`src/hw/rtl/c8ie_pkg.sv`:
```
package c8ie_pkg;

    localparam int MEM_BYTES   = 4096;
    localparam int MEM_AW      = $clog2(MEM_BYTES);
    localparam int STACK_DEPTH = 16;
    localparam int SP_W        = $clog2(STACK_DEPTH);
    localparam int SCREEN_W    = 64;
    localparam int SCREEN_H    = 32;
    localparam int ROW_BYTES   = SCREEN_W / 8;
    localparam int FB_BYTES    = ROW_BYTES * SCREEN_H;
    localparam int FB_AW       = $clog2(FB_BYTES);
    localparam int FONT_BYTES  = 80;

    localparam logic [11:0] PC_START   = 12'h200;
    localparam logic [15:0] SEED_RESET = 16'hACE1;
    localparam logic [15:0] LFSR_TAPS  = 16'hB400;
    localparam logic [7:0]  RECIP_10   = 8'd205;

    // item functions
    localparam logic [1:0] FN_EXEC = 2'd0;
    localparam logic [1:0] FN_TICK = 2'd1;
    localparam logic [1:0] FN_MWR  = 2'd2;
    localparam logic [1:0] FN_FBRD = 2'd3;

    // opcode classes (top nibble)
    localparam logic [3:0] CL_SYS   = 4'h0;
    localparam logic [3:0] CL_JMP   = 4'h1;
    localparam logic [3:0] CL_CALL  = 4'h2;
    localparam logic [3:0] CL_SEQI  = 4'h3;
    localparam logic [3:0] CL_SNEI  = 4'h4;
    localparam logic [3:0] CL_SEQ   = 4'h5;
    localparam logic [3:0] CL_LDI   = 4'h6;
    localparam logic [3:0] CL_ADDI  = 4'h7;
    localparam logic [3:0] CL_ALU   = 4'h8;
    localparam logic [3:0] CL_SNE   = 4'h9;
    localparam logic [3:0] CL_LDIDX = 4'hA;
    localparam logic [3:0] CL_JMPV  = 4'hB;
    localparam logic [3:0] CL_RND   = 4'hC;
    localparam logic [3:0] CL_DRAW  = 4'hD;
    localparam logic [3:0] CL_KEY   = 4'hE;
    localparam logic [3:0] CL_MISC  = 4'hF;

    localparam logic [15:0] OP_CLS = 16'h00E0;
    localparam logic [15:0] OP_RET = 16'h00EE;

    localparam logic [3:0] ALU_MOV  = 4'h0;
    localparam logic [3:0] ALU_OR   = 4'h1;
    localparam logic [3:0] ALU_AND  = 4'h2;
    localparam logic [3:0] ALU_XOR  = 4'h3;
    localparam logic [3:0] ALU_ADD  = 4'h4;
    localparam logic [3:0] ALU_SUB  = 4'h5;
    localparam logic [3:0] ALU_SHR  = 4'h6;
    localparam logic [3:0] ALU_SUBN = 4'h7;
    localparam logic [3:0] ALU_SHL  = 4'hE;

    localparam logic [7:0] KEY_EQ = 8'h9E;
    localparam logic [7:0] KEY_NE = 8'hA1;

    localparam logic [7:0] F_GET_DT = 8'h07;
    localparam logic [7:0] F_SET_DT = 8'h15;
    localparam logic [7:0] F_ADD_I  = 8'h1E;
    localparam logic [7:0] F_FONT   = 8'h29;
    localparam logic [7:0] F_BCD    = 8'h33;
    localparam logic [7:0] F_STORE  = 8'h55;
    localparam logic [7:0] F_LOAD   = 8'h65;

    localparam logic [7:0] FONT [FONT_BYTES] = '{
        8'hF0, 8'h90, 8'h90, 8'h90, 8'hF0, 8'h10, 8'h30, 8'h50, 8'h10, 8'h10,
        8'hF0, 8'h10, 8'hF0, 8'h80, 8'hF0, 8'hF0, 8'h10, 8'hF0, 8'h10, 8'hF0,
        8'h90, 8'h90, 8'hF0, 8'h10, 8'h10, 8'hF0, 8'h80, 8'hF0, 8'h10, 8'hF0,
        8'hF0, 8'h80, 8'hF0, 8'h90, 8'hF0, 8'hF0, 8'h10, 8'h20, 8'h40, 8'h80,
        8'hF0, 8'h90, 8'hF0, 8'h90, 8'hF0, 8'hF0, 8'h90, 8'hF0, 8'h10, 8'hF0,
        8'h60, 8'h90, 8'h90, 8'hF0, 8'h90, 8'hE0, 8'h90, 8'hE0, 8'h90, 8'hE0,
        8'hF0, 8'h80, 8'h80, 8'h80, 8'hF0, 8'hE0, 8'h90, 8'h90, 8'h90, 8'hE0,
        8'hF0, 8'h80, 8'hF0, 8'h80, 8'hF0, 8'hF0, 8'h80, 8'hF0, 8'h80, 8'h80
    };

    typedef struct packed {
        logic [1:0]  func;
        logic [11:0] addr;
        logic [7:0]  data;
        logic        key_down;
        logic [3:0]  key_code;
    } t_item;

    typedef struct packed {
        logic [11:0] pc;
        logic [15:0] opcode;
        logic [7:0]  read_data;
        logic        screen_changed;
    } t_result;

    typedef enum logic [4:0] {
        S_INIT, S_IDLE, S_TICK, S_MWR, S_FBRD, S_FBCAP,
        S_FETCH0, S_FETCH1, S_FETCH2, S_REGRD, S_EXEC,
        S_CLR, S_DR0, S_DR1, S_DR2, S_DR3,
        S_BCD0, S_BCD1, S_BCD2, S_ST0, S_ST1, S_LD0, S_LD1,
        S_IUPD, S_VF, S_DONE
    } t_state;

    typedef enum logic [4:0] {
        C_INIT, C_IDLE, C_TICK, C_MWR, C_FBRD, C_FBCAP,
        C_FETCH0, C_FETCH1, C_FETCH2, C_REGRD, C_EXEC,
        C_CLR, C_DR0, C_DR1, C_DR2, C_DR3,
        C_BCD0, C_BCD1, C_BCD2, C_ST0, C_ST1, C_LD0, C_LD1,
        C_IUPD, C_VF, C_DONE
    } t_cmd_op;

    typedef struct packed {
        t_cmd_op op;
        logic    accept;
    } t_cmd;

    typedef struct packed {
        logic [15:0] op;
        logic        init_last;
        logic        clr_last;
        logic        cnt_eq_x;
        logic        cnt_eq_nm1;
    } t_stat;

    function automatic logic [7:0] font_byte(input logic [MEM_AW-1:0] a);
        logic [7:0] b;
        b = 8'h00;
        if (a < MEM_AW'(FONT_BYTES))
            b = FONT[a[6:0]];
        return b;
    endfunction

    function automatic logic [15:0] lfsr_step(input logic [15:0] v);
        logic [15:0] s;
        s = {1'b0, v[15:1]};
        if (v[0])
            s = s ^ LFSR_TAPS;
        return s;
    endfunction

endpackage

```
`src/hw/rtl/c8ie_ctrl.sv`:
```
module c8ie_ctrl (
    input  logic              i_clk,
    input  logic              i_rst_n,
    input  logic              i_start,
    input  logic [1:0]        i_func,
    input  c8ie_pkg::t_stat   i_stat,
    output c8ie_pkg::t_cmd    o_cmd,
    output logic              o_busy
);
    import c8ie_pkg::*;

    t_state r_state, n_state;
    logic [3:0] cls, nib;
    logic [7:0] nn;

    assign cls = i_stat.op[15:12];
    assign nib = i_stat.op[3:0];
    assign nn  = i_stat.op[7:0];

    always_ff @(posedge i_clk) begin
        if (!i_rst_n) begin
            r_state <= S_INIT;
        end else begin
            r_state <= n_state;
        end
    end

    always_comb begin
        n_state = r_state;
        unique case (r_state)
            S_INIT:   if (i_stat.init_last) n_state = S_IDLE;
            S_IDLE: begin
                if (i_start) begin
                    unique case (i_func)
                        FN_EXEC: n_state = S_FETCH0;
                        FN_TICK: n_state = S_TICK;
                        FN_MWR:  n_state = S_MWR;
                        default: n_state = S_FBRD;
                    endcase
                end
            end
            S_TICK:   n_state = S_DONE;
            S_MWR:    n_state = S_DONE;
            S_FBRD:   n_state = S_FBCAP;
            S_FBCAP:  n_state = S_DONE;
            S_FETCH0: n_state = S_FETCH1;
            S_FETCH1: n_state = S_FETCH2;
            S_FETCH2: n_state = S_REGRD;
            S_REGRD:  n_state = S_EXEC;
            S_EXEC: begin
                n_state = S_DONE;
                unique case (cls)
                    CL_SYS:  if (i_stat.op == OP_CLS) n_state = S_CLR;
                    CL_ALU: begin
                        unique case (nib) inside
                            ALU_ADD, ALU_SUB, ALU_SHR, ALU_SUBN, ALU_SHL: n_state = S_VF;
                            default: n_state = S_DONE;
                        endcase
                    end
                    CL_DRAW: n_state = (nib == 4'h0) ? S_VF : S_DR0;
                    CL_MISC: begin
                        unique case (nn)
                            F_ADD_I: n_state = S_VF;
                            F_BCD:   n_state = S_BCD0;
                            F_STORE: n_state = S_ST0;
                            F_LOAD:  n_state = S_LD0;
                            default: n_state = S_DONE;
                        endcase
                    end
                    default: n_state = S_DONE;
                endcase
            end
            S_CLR:    if (i_stat.clr_last) n_state = S_DONE;
            S_DR0:    n_state = S_DR1;
            S_DR1:    n_state = S_DR2;
            S_DR2:    n_state = S_DR3;
            S_DR3:    n_state = i_stat.cnt_eq_nm1 ? S_VF : S_DR0;
            S_BCD0:   n_state = S_BCD1;
            S_BCD1:   n_state = S_BCD2;
            S_BCD2:   n_state = S_DONE;
            S_ST0:    n_state = S_ST1;
            S_ST1:    n_state = i_stat.cnt_eq_x ? S_IUPD : S_ST0;
            S_LD0:    n_state = S_LD1;
            S_LD1:    n_state = i_stat.cnt_eq_x ? S_IUPD : S_LD0;
            S_IUPD:   n_state = S_DONE;
            S_VF:     n_state = S_DONE;
            S_DONE:   n_state = S_IDLE;
            default:  n_state = S_IDLE;
        endcase
    end

    always_comb begin
        o_cmd.accept = 1'b0;
        o_busy       = 1'b1;
        unique case (r_state)
            S_INIT:   o_cmd.op = C_INIT;
            S_IDLE: begin
                o_cmd.op     = C_IDLE;
                o_cmd.accept = i_start;
                o_busy       = 1'b0;
            end
            S_TICK:   o_cmd.op = C_TICK;
            S_MWR:    o_cmd.op = C_MWR;
            S_FBRD:   o_cmd.op = C_FBRD;
            S_FBCAP:  o_cmd.op = C_FBCAP;
            S_FETCH0: o_cmd.op = C_FETCH0;
            S_FETCH1: o_cmd.op = C_FETCH1;
            S_FETCH2: o_cmd.op = C_FETCH2;
            S_REGRD:  o_cmd.op = C_REGRD;
            S_EXEC:   o_cmd.op = C_EXEC;
            S_CLR:    o_cmd.op = C_CLR;
            S_DR0:    o_cmd.op = C_DR0;
            S_DR1:    o_cmd.op = C_DR1;
            S_DR2:    o_cmd.op = C_DR2;
            S_DR3:    o_cmd.op = C_DR3;
            S_BCD0:   o_cmd.op = C_BCD0;
            S_BCD1:   o_cmd.op = C_BCD1;
            S_BCD2:   o_cmd.op = C_BCD2;
            S_ST0:    o_cmd.op = C_ST0;
            S_ST1:    o_cmd.op = C_ST1;
            S_LD0:    o_cmd.op = C_LD0;
            S_LD1:    o_cmd.op = C_LD1;
            S_IUPD:   o_cmd.op = C_IUPD;
            S_VF:     o_cmd.op = C_VF;
            S_DONE:   o_cmd.op = C_DONE;
            default:  o_cmd.op = C_IDLE;
        endcase
    end

endmodule

```
`config.mk`:
```
export PLATFORM = sky130hd
export DESIGN_NAME = c8ie_ctrl
export DESIGN_NICKNAME = d
export VERILOG_FILES = /design/src/hw/rtl/c8ie_pkg.sv /design/src/hw/rtl/c8ie_ctrl.sv
export SDC_FILE = /design/constraint.sdc
export NUM_CORES = 1
export LEC_CHECK = 0
export BUFFER_PORTS_ARGS = -buffer_cell sky130_fd_sc_hd__buf_4
export CORE_ASPECT_RATIO = 0.8
export CORE_MARGIN = 2
export CORE_UTILIZATION = 29
export CTS_BUF_LIST = sky130_fd_sc_hd__clkbuf_4 sky130_fd_sc_hd__clkbuf_8
export CTS_CLUSTER_DIAMETER = 30
export CTS_CLUSTER_SIZE = 20
export DETAILED_ROUTE_END_ITERATION = 8
export SLEW_MARGIN = 20
export SYNTH_ARGS = -nofsm -noshare
export SYNTH_HDL_FRONTEND = slang
export SYNTH_SLANG_ARGS = --single-unit
```
`constraint.sdc`:
```
create_clock -name i_clk -period 1.9 [get_ports i_clk]
set_input_delay 0.38 -clock i_clk [delete_from_list [all_inputs] [get_ports i_clk]]
set_output_delay 0.38 -clock i_clk [all_outputs]
set_load 0.05 [all_outputs]
```
After elaboration in Yosys (flattened, before gate mapping)
Cells that the tools add are included.
{"block": "classes", "n_addsub": 0, "n_mul": 0, "div_mod_pow": 0, "order_cmp": 0, "n_eq_ne": 43, "shift": 0, "muxes": 16, "bitwise": 0, "reduce_logical": 7}
{"operator": "5-bit one-hot mux with 25 select lines", "n": 1}
{"operator": "5-bit one-hot mux with 20 select lines", "n": 1}
{"operator": "5-bit == test, second input constant", "n": 10}
{"operator": "5-bit by 4-bit == test with 1-bit output, second input constant", "n": 8}
{"operator": "5-bit two-way mux", "n": 6}
{"operator": "5-bit by 3-bit == test with 1-bit output, second input constant", "n": 4}
{"operator": "5-bit one-hot mux with 4 select lines", "n": 1}
{"operator": "16-bit by 8-bit == test with 1-bit output, second input constant", "n": 1}
{"operator": "4-bit by 3-bit == test with 1-bit output, second input constant", "n": 4}
{"operator": "4-bit == test, second input constant", "n": 4}
{"operator": "8-bit by 7-bit == test with 1-bit output, second input constant", "n": 2}
{"operator": "4-bit one-hot mux with 4 select lines", "n": 1}
{"operator": "5-bit by 2-bit == test with 1-bit output, second input constant", "n": 2}
{"operator": "3-bit one-hot mux with 3 select lines", "n": 1}
{"operator": "8-bit by 5-bit == test with 1-bit output, second input constant", "n": 1}
{"operator": "8-bit by 6-bit == test with 1-bit output, second input constant", "n": 1}
{"operator": "4-bit zero test", "n": 2}
{"operator": "2-bit inequality test, second input constant", "n": 3}
{"operator": "6-bit OR reduction", "n": 1}
{"operator": "5-bit by 1-bit == test with 1-bit output, second input constant", "n": 1}
{"operator": "5-bit zero test", "n": 1}
{"operator": "5-bit OR reduction", "n": 1}
{"operator": "1-bit two-way mux", "n": 3}
{"operator": "3-bit two-way mux", "n": 1}
{"operator": "5 further kinds", "n": 5}
{"block": "word_totals", "regBits": 5, "latchBits": 0, "ramBits": 0, "mem_bits_ro": 0, "in_bits": 25, "out_inout_bits": 7, "elab_cells": 67, "mem_count": 0}

Longest topological paths before layout
Gate-level depths: netlist of run 1.
{"block": "logic_depth", "ltp_word": 5, "depth_mapped": 7, "ltp_nobuf": 7}

Worst setup path before layout of run 1
OpenSTA, ideal clock, no wires.
{"block": "synth_path", "kind": "flip-flop to output port", "start": "register r_state[2]", "end": "output port o_cmd[1] (netlist name)", "arrival_time_ns": 1.919, "required_ns": 1.520, "slack_ns": -0.399, "stages_incl_launch_ff": 5, "n_path_buf": 2, "path_cell_list": "dfxtp_1 -> buf_2 -> buf_2 -> nor2_1 -> o21ai_0"}
{"item": "start: declaration", "line": "c8ie_ctrl.sv:12", "rtl": "t_state r_state, n_state;"}
{"item": "start signal: assignment", "line": "c8ie_ctrl.sv:24", "rtl": "r_state <= n_state;"}
{"item": "end: declaration", "line": "c8ie_ctrl.sv:7", "rtl": "output c8ie_pkg::t_cmd o_cmd,"}

==> results of run 1 <==
==> how the worst max path moves through the flow <==
| stage | from | end | cells after the start |
|---|---|---|---|
| after CTS | r_state[1] | o_cmd[5] | 4 |
| after detailed placement | i_func[0] | r_state[0] | 8 |
| after global routing | r_state[2] | o_cmd[4] | 4 |
| after global placement | i_func[0] | r_state[0] | 8 |
| after floorplan | r_state[2] | o_cmd[4] | 4 |
| final | r_state[1] | o_cmd[4] | 4 |
==> where the power goes <==
group,leakage [nW],internal [mW],switching [mW]
logic,0.453,0.147,0.191
registers,0.0412,0.115,0.0276
clock network,0.0262,0.159,0.0561
==> layout by cell type (no fill, tap or decap), drive strengths merged, types with 3 or more instances in the layout <==
| cell type | n |
|---|---|
| nor2 | 14 |
| clkbuf | 4 |
| buf | 37 |
| a21oi | 12 |
| nand3 | 4 |
| or3 | 4 |
| o21ai | 4 |
| inv | 6 |
| nand4b | 3 |
| dfxtp | 5 |
| nand2 | 9 |
| nand4 | 3 |
| nand2b | 3 |
| nor3 | 9 |
==> cell families after synthesis <==
kind of cell / after synthesis / share of synthesized area [%]
multiplexers: 1 / 1.17
flip-flops: 5 / 11.7
adder cells (fa/ha/maj): 2 / 2.92
XOR/XNOR: 1 / 1.02
buffers and inverters: 16 / 9.78
AO/OA/AOI/OAI: 41 / 34.7
AND/OR/NAND/NOR: 59 / 38.7
==> timing repair <==
action | CTS | global route
setup endpoints to repair | 3 | 0
setup buffers | 0 | 0
gates resized for setup | 2 | 0
==> layout make-up <==
| type | count | area (um^2) | area share (%) |
|---|---|---|---|
| multi-input combinational | 104 | 682 | 57.8 |
| timing repair buffer | 37 | 278 | 23.5 |
| sequential | 5 | 101 | 8.59 |
| clock buffer | 4 | 48.8 | 4.14 |
| tap | 38 | 47.5 | 4.03 |
| inverter | 6 | 22.5 | 1.91 |
==> layer usage <==
metal  track usage, %  part of all wire [%]  up-vias
met5                0                     0        -
met4             5.67                  0.38        0
met3             3.44                   7.1        2
met2             27.7                    45       46
met1             21.6                    47      511
li1                 -                     -      537
==> critical path, stage by stage, from the launching register on <==
cell     delay [ns]
dfxtp_2        0.37
buf_4          0.20
or2_2          0.29
a21oi_1        0.15
buf_4          0.21
==> stage by stage <==
stage / total power, mW / setup WS, ns / hold WS, ns / setup TNS, ns
2_1_floorplan: 0.368 / -0.229 / 0.498 / -0.476
3_3_place_gp: 0.468 / 0.204 / 0.631 / 0
3_5_place_dp: 0.474 / 0.161 / 0.629 / 0
4_1_cts: 0.700 / 0.0522 / 0.397 / 0
5_1_grt: 0.743 / 0.00999 / 0.406 / 0
6_report: 0.695 / 0.0576 / 0.405 / 0
==> flow_summary_export.csv, run 1 <==
group,metric,value,unit
run_status,status,"finished, final reports clean",
global_route,grt_first_pass_wirelength,4420,um
final_layout,final.fill_count,302,
pwr,p_leak,0.520,nW
global_route,grt_pass1_vias,1025,
synthesis,syn_avg_cell_area,6.86,um^2
clocking,cts.clk_slew.worst_paths,0.04,ns
setup_path,worstSetupPathType,"reg2out",
final_layout,utilization,42.3,%
sta,fin_crit_sh,97.0,%
setup_path,cp-end-kind,"primary output",
setup_path,start_kind,"flop",
final_layout,synthToLayoutAreaGrowth,37.7,%
sta,slew_headroom,71.7,%
placed_design,gp_congestion,0.852,
pwr,powerDensity,589,mW/mm^2
global_route,gr-total-overflow,0,
setup_path,r2r_cells,5,
sta,fmax,543,MHz
synthesis,synth_common_cells,"nor2_1, a21oi_1, nand2_1, nor3_1, buf_2",
clocking,clockRootBuffer,"clkbuf_8",
synthesis,async_reset_ff_share,0,%
sta,tightest_slew,0.424,ns
sta,finalCriticalPeriod,1.84,ns
clocking,cts_tree,"done",
detailed_routing,post-route-drc-count,0,
synthesis,synthDominantAreaCellType,"dfxtp_1",
clocking,hold_buffers,0,
clocking,cts.path.max_buffers,2,
final_layout,largest_reg_flops,5,
floorplan,die_h,52.6,um
detailed_routing,drt_wl_total,2610,um
final_layout,reg_top3,"r_state x5",
hold_path,worstHoldPathCells,2,
synthesis,synthCells,125,
setup_path,worstPathMaxFanout,13,
final_layout,final_cells,194,
floorplan,rows,17,
placed_design,place_area,0.00112,mm^2
setup_path,rrSetupSlack,0.21,ns
clocking,clock_latency,0.22,ns
sta,slew_violations,0,
setup_path,r2r-end,"r_state[0]",
clocking,htree_levels,1,
synthesis,synthFlopType,"dfxtp_1",
final_layout,finalNetCount,184,
hold_path,min_from,"i_rst_n",
hold_path,hold-path-endpoint,"r_state[3]",
final_layout,finalInstanceArea,0.00118,mm^2
placed_design,port_buffers,31,
floorplan,dieArea,0.00341,mm^2
synthesis,synth_edf_count,0,
clocking,cts_buffers,3,
floorplan,io_pins,32,
floorplan,floorplan.initialDensity,30.8,%
final_layout,drive_above_1_share,32.7,%
synthesis,synth_top_area_share,11.7,%
detailed_routing,ant_nets,0,
synthesis,ys_top_cells_by_area,"dfxtp_1, a21oi_1, nor2_1, nor3_1, buf_2",
run,cap_viol_max_count,0,
detailed_routing,vias,1096,
clocking,clock-sinks,5,
setup_path,arrival,1.46,ns
detailed_routing,dr.first_iter.drc_count,46,
sta,final-hold-violation-count,0,
global_route,antenna_found_initial,0,
final_layout,top_register,"r_state",
sta,rsz0062_at_grt,"false",
floorplan,die_w,64.8,um
detailed_routing,dr.pass1.iters,4,
global_route,grt_max_degree,22,
sta,setup-violations-final,0,
hold_path,hold_path_class,"in2reg",
placed_design,hpwl,2070,um
floorplan,core_area,0.00279,mm^2
synthesis,ys_ff_latch,5,
setup_path,critPathRequiredTime,1.52,ns
synthesis,syn_nets,152,
placed_design,numPlacedInstances,190,
synthesis,synth_most_common_cell,"nor2_1",
final_layout,diodes,0,
setup_path,r2r-start,"r_state[0]",
synthesis,yosysUniqueCellTypes,47,
detailed_routing,routedWlPerCell,13.5,um
sta,finClkSkew,0.000314,ns
synthesis,ys_warn_count,0,
pwr,peakVddDrop,0.000286,V
synthesis,yosysSeqAreaShare,11.7,%
global_route,grt_usage,16.7,%
synthesis,synth_area,857,um^2
detailed_routing,viasPerCell,5.65,
Power figures use the tool's default switching activity.
==> run 2, diff against run 1 <==
--- a/config.mk
+++ b/config.mk
@@ -5,6 +5,7 @@
 export SDC_FILE = /design/constraint.sdc
 export NUM_CORES = 1
 export LEC_CHECK = 0
+export ABC_AREA = 1
 export BUFFER_PORTS_ARGS = -buffer_cell sky130_fd_sc_hd__buf_4
 export CORE_ASPECT_RATIO = 0.8
 export CORE_MARGIN = 2
==> run 2 against run 1 <==
- the flow now finishes with violations (negative setup slack)
- hold slack improved by 0.033 ns
- power rose to 3.3 times the previous value
- area after synthesis rose by 35%
- largest cell class unchanged
- non-clock buffer count rose by 12
- clock-buffer cell count did not move
- first-iteration DRC count rose to 2.7 times the previous value
- synthesized cell count rose by 83%
- critical path depth rose by 4
- clock skew rose by 0.0026 ns
==> flow_summary_export.csv, run 2 <==
group,metric,value,unit
global_route,grt_usage,18.4,%
sta,slew_headroom,63.7,%
clocking,cts.clk_slew.worst_paths,0.04,ns
run_status,status,"finished with violations",
sta,fin_crit_sh,103,%
setup_path,crit_top_cell,"nand2_1",
setup_path,critPathMaxStageDelay,0.43,ns
synthesis,syn_nets,256,
detailed_routing,ant_nets,0,
floorplan,rows,20,
pwr,p_comb_share,79.1,%
final_layout,finalInstanceArea,0.00166,mm^2
global_route,grt_first_pass_wirelength,6290,um
final_layout,finalNetCount,305,
synthesis,synth_common_cells,"nor2_1, nand2_1, nand3_1",
clocking,cts_tree,"done",
synthesis,synthCells,229,
synthesis,synthDominantAreaCellType,"nor2_1",
placed_design,place_area,0.00156,mm^2
sta,setup-violations-final,1,
sta,hold_ws,0.437,ns
setup_path,worstPathMaxFanout,10,
sta,final-hold-violation-count,0,
synthesis,synth_top_area_share,18.8,%
setup_path,critPathRequiredTime,1.52,ns
placed_design,numPlacedInstances,328,
pwr,p_leak,0.872,nW
synthesis,synth_edf_count,0,
synthesis,ys_top_cells_by_area,"nor2_1, nand2_1, nand3_1, inv_1, dfxtp_1",
setup_path,crit_slowest_cell,"dfxtp_4",
synthesis,async_reset_ff_share,0,%
hold_path,hold-path-endpoint,"r_state[1]",
sta,setup_ws,-0.0562,ns
final_layout,diodes,0,
floorplan,core_area,0.00380,mm^2
detailed_routing,viasPerCell,4.68,
final_layout,utilization,43.8,%
floorplan,die_h,60.5,um
global_route,grt_pass1_vias,1376,
setup_path,start_kind,"flop",
pwr,p_seq_share,11.5,%
detailed_routing,post-route-drc-count,0,
final_layout,top_register,"r_state",
synthesis,synth_most_common_cell,"nor2_1",
final_layout,reg_top3,"r_state x5",
sta,fmax,511,MHz
final_layout,final_cell_mix,"nor2_1, nand2_1, buf_4",
clocking,cts_buffers,3,
floorplan,die_w,74.6,um
clocking,clock-sinks,5,
pwr,switchingPower,1.28,mW
clocking,cts.path.max_buffers,2,
pwr,peakVddDrop,0.000903,V
clocking,clockRootBuffer,"clkbuf_8",
synthesis,ys_ff_latch,5,
setup_path,rrSetupSlack,0.29,ns
synthesis,ys_warn_count,0,
final_layout,largest_reg_flops,5,
final_layout,drive_above_1_share,30.3,%
hold_path,hold_path_class,"in2reg",
final_layout,synthToLayoutAreaGrowth,43.8,%
sta,slew_violations,0,
synthesis,synth_area,0.00116,mm^2
clocking,clock_latency,0.22,ns
sta,finalCriticalPeriod,1.96,ns
synthesis,synthFlopType,"dfxtp_1",
sta,tns,-0.0562,ns
clocking,hold_buffers,0,
pwr,p_clk_share,9.4,%
detailed_routing,routedWlPerCell,11.2,um
clocking,cts_setup_buffers,0,
placed_design,port_buffers,31,
final_layout,layout_commonest_cell,"nor2_1",
setup_path,r2r-start,"r_state[3]",
run_status,violations,"negative setup slack",
detailed_routing,dr.pass1.iters,4,
setup_path,cp_cell_sequence,"nand2_1 > nor2_1 > nand2_1 > nand2_1 > a211oi_2 > nand3_1 > nand3_2 > buf_8",
final_layout,final_cells,332,
setup_path,cp-end-kind,"primary output",
global_route,antenna_found_initial,0,
detailed_routing,vias,1553,
placed_design,hpwl,3080,um
setup_path,path_delay_family,"simple AND/OR/NAND/NOR gates",
pwr,total_power,2.27,mW
detailed_routing,dr.first_iter.drc_count,124,
floorplan,dieArea,0.00452,mm^2
floorplan,io_pins,32,
sta,tightest_slew,0.540,ns
hold_path,min_from,"i_stat[2]",
synthesis,yosysSeqAreaShare,8.65,%
sta,rsz0062_at_grt,"true",
synthesis,syn_avg_cell_area,5.05,um^2
setup_path,arrival,1.58,ns
setup_path,cp_num_buf_inv,1,
placed_design,pre_cts_ws,-0.00315,ns
setup_path,r2r_cells,13,
floorplan,floorplan.initialDensity,30.4,%
global_route,gr-total-overflow,0,
run,cap_viol_max_count,0,
hold_path,worstHoldPathCells,4,
clocking,htree_levels,1,
detailed_routing,drt_wl_total,3710,um
pwr,powerDensity,1360,mW/mm^2
setup_path,worstSetupPathType,"reg2out",
pwr,switching_share,56.5,%
placed_design,gp_congestion,1.00,
setup_path,r2r-end,"r_state[0]",
pwr,intPower,0.986,mW
sta,finClkSkew,0.00288,ns
synthesis,yosysUniqueCellTypes,29,
global_route,grt_max_degree,11,
run 2: changes by cell type in the layout (fill, tap and decap cells not counted), sizes merged, moves of 3 or more:
cell	delta
nor2	+52
nand2	+45
nand3	+31
inv	+26
buf	+12
a21oi	-6
nor3	-5
or3	-4
nand2b	-3
nand4b	-3
run 2: cells by family (layout without fill, tap and decap cells):
kind of cell | after synthesis | in the layout | synth area share (%)
AOI/OAI and AO/OA | 19 | 19 | 10.4
adders and majority gates | 2 | 2 | 2.16
buffers and inverters | 38 | 86 | 14.8
DFF | 5 | 5 | 8.65
and+or+nand+nor | 165 | 165 | 64.0
run 2: area by class of cell:
class | instances | area, um^2
fill | 421 | 2140
multi-input combinational | 186 | 923
timing repair buffer | 49 | 375
inverter | 33 | 134
sequential | 5 | 114
tap | 55 | 68.8
clock buffer | 4 | 48.8
run 2: worst reg2reg max path, delay by kind of cell (launching register included):
family        cells  cell delay [ns]
buf+inv           4             0.41
flops             1             0.39
simple gates      9             0.70
run 2: routing by layer:
metal  GRT usage [%]  routed length, um  part of all wire (%)  vias to the layer above
met5               0                  0                     0                        -
met4            5.61                 46                   1.2                        0
met3            2.16                274                   7.4                        5
met2            27.6               1540                    41                       54
met1            27.5               1850                    50                      662
li1                -                  -                     -                      832
run 2: power groups by stage:
stage | Combinational, mW | Clock [mW] | Sequential, mW
3_3_place_gp | 1.67 | 0 | 0.231
5_1_grt | 1.94 | 0.224 | 0.271
3_5_place_dp | 1.65 | 0 | 0.230
6_report | 1.79 | 0.213 | 0.261
4_1_cts | 1.71 | 0.215 | 0.250
2_1_floorplan | 1.20 | 0 | 0.171
run 2: worst max path at each step:
stage / slack, ns / startpoint / endpoint / depth (start not counted)
detailed placement: -0.003 / r_state[2] / o_cmd[1] / 11
CTS: -0.02 / r_state[2] / o_cmd[1] / 11
global placement: -0.02 / r_state[2] / o_cmd[1] / 11
global route: -0.15 / r_state[1] / o_cmd[1] / 8
finish: -0.06 / r_state[1] / o_cmd[1] / 8
floorplan: -0.11 / r_state[0] / o_cmd[1] / 10
run 2: what timing repair did:
item	CTS	global route
gates resized for setup	11	9
endpoints found under the hold margin	0	0
pin swaps	0	0
setup endpoints to repair	4	3
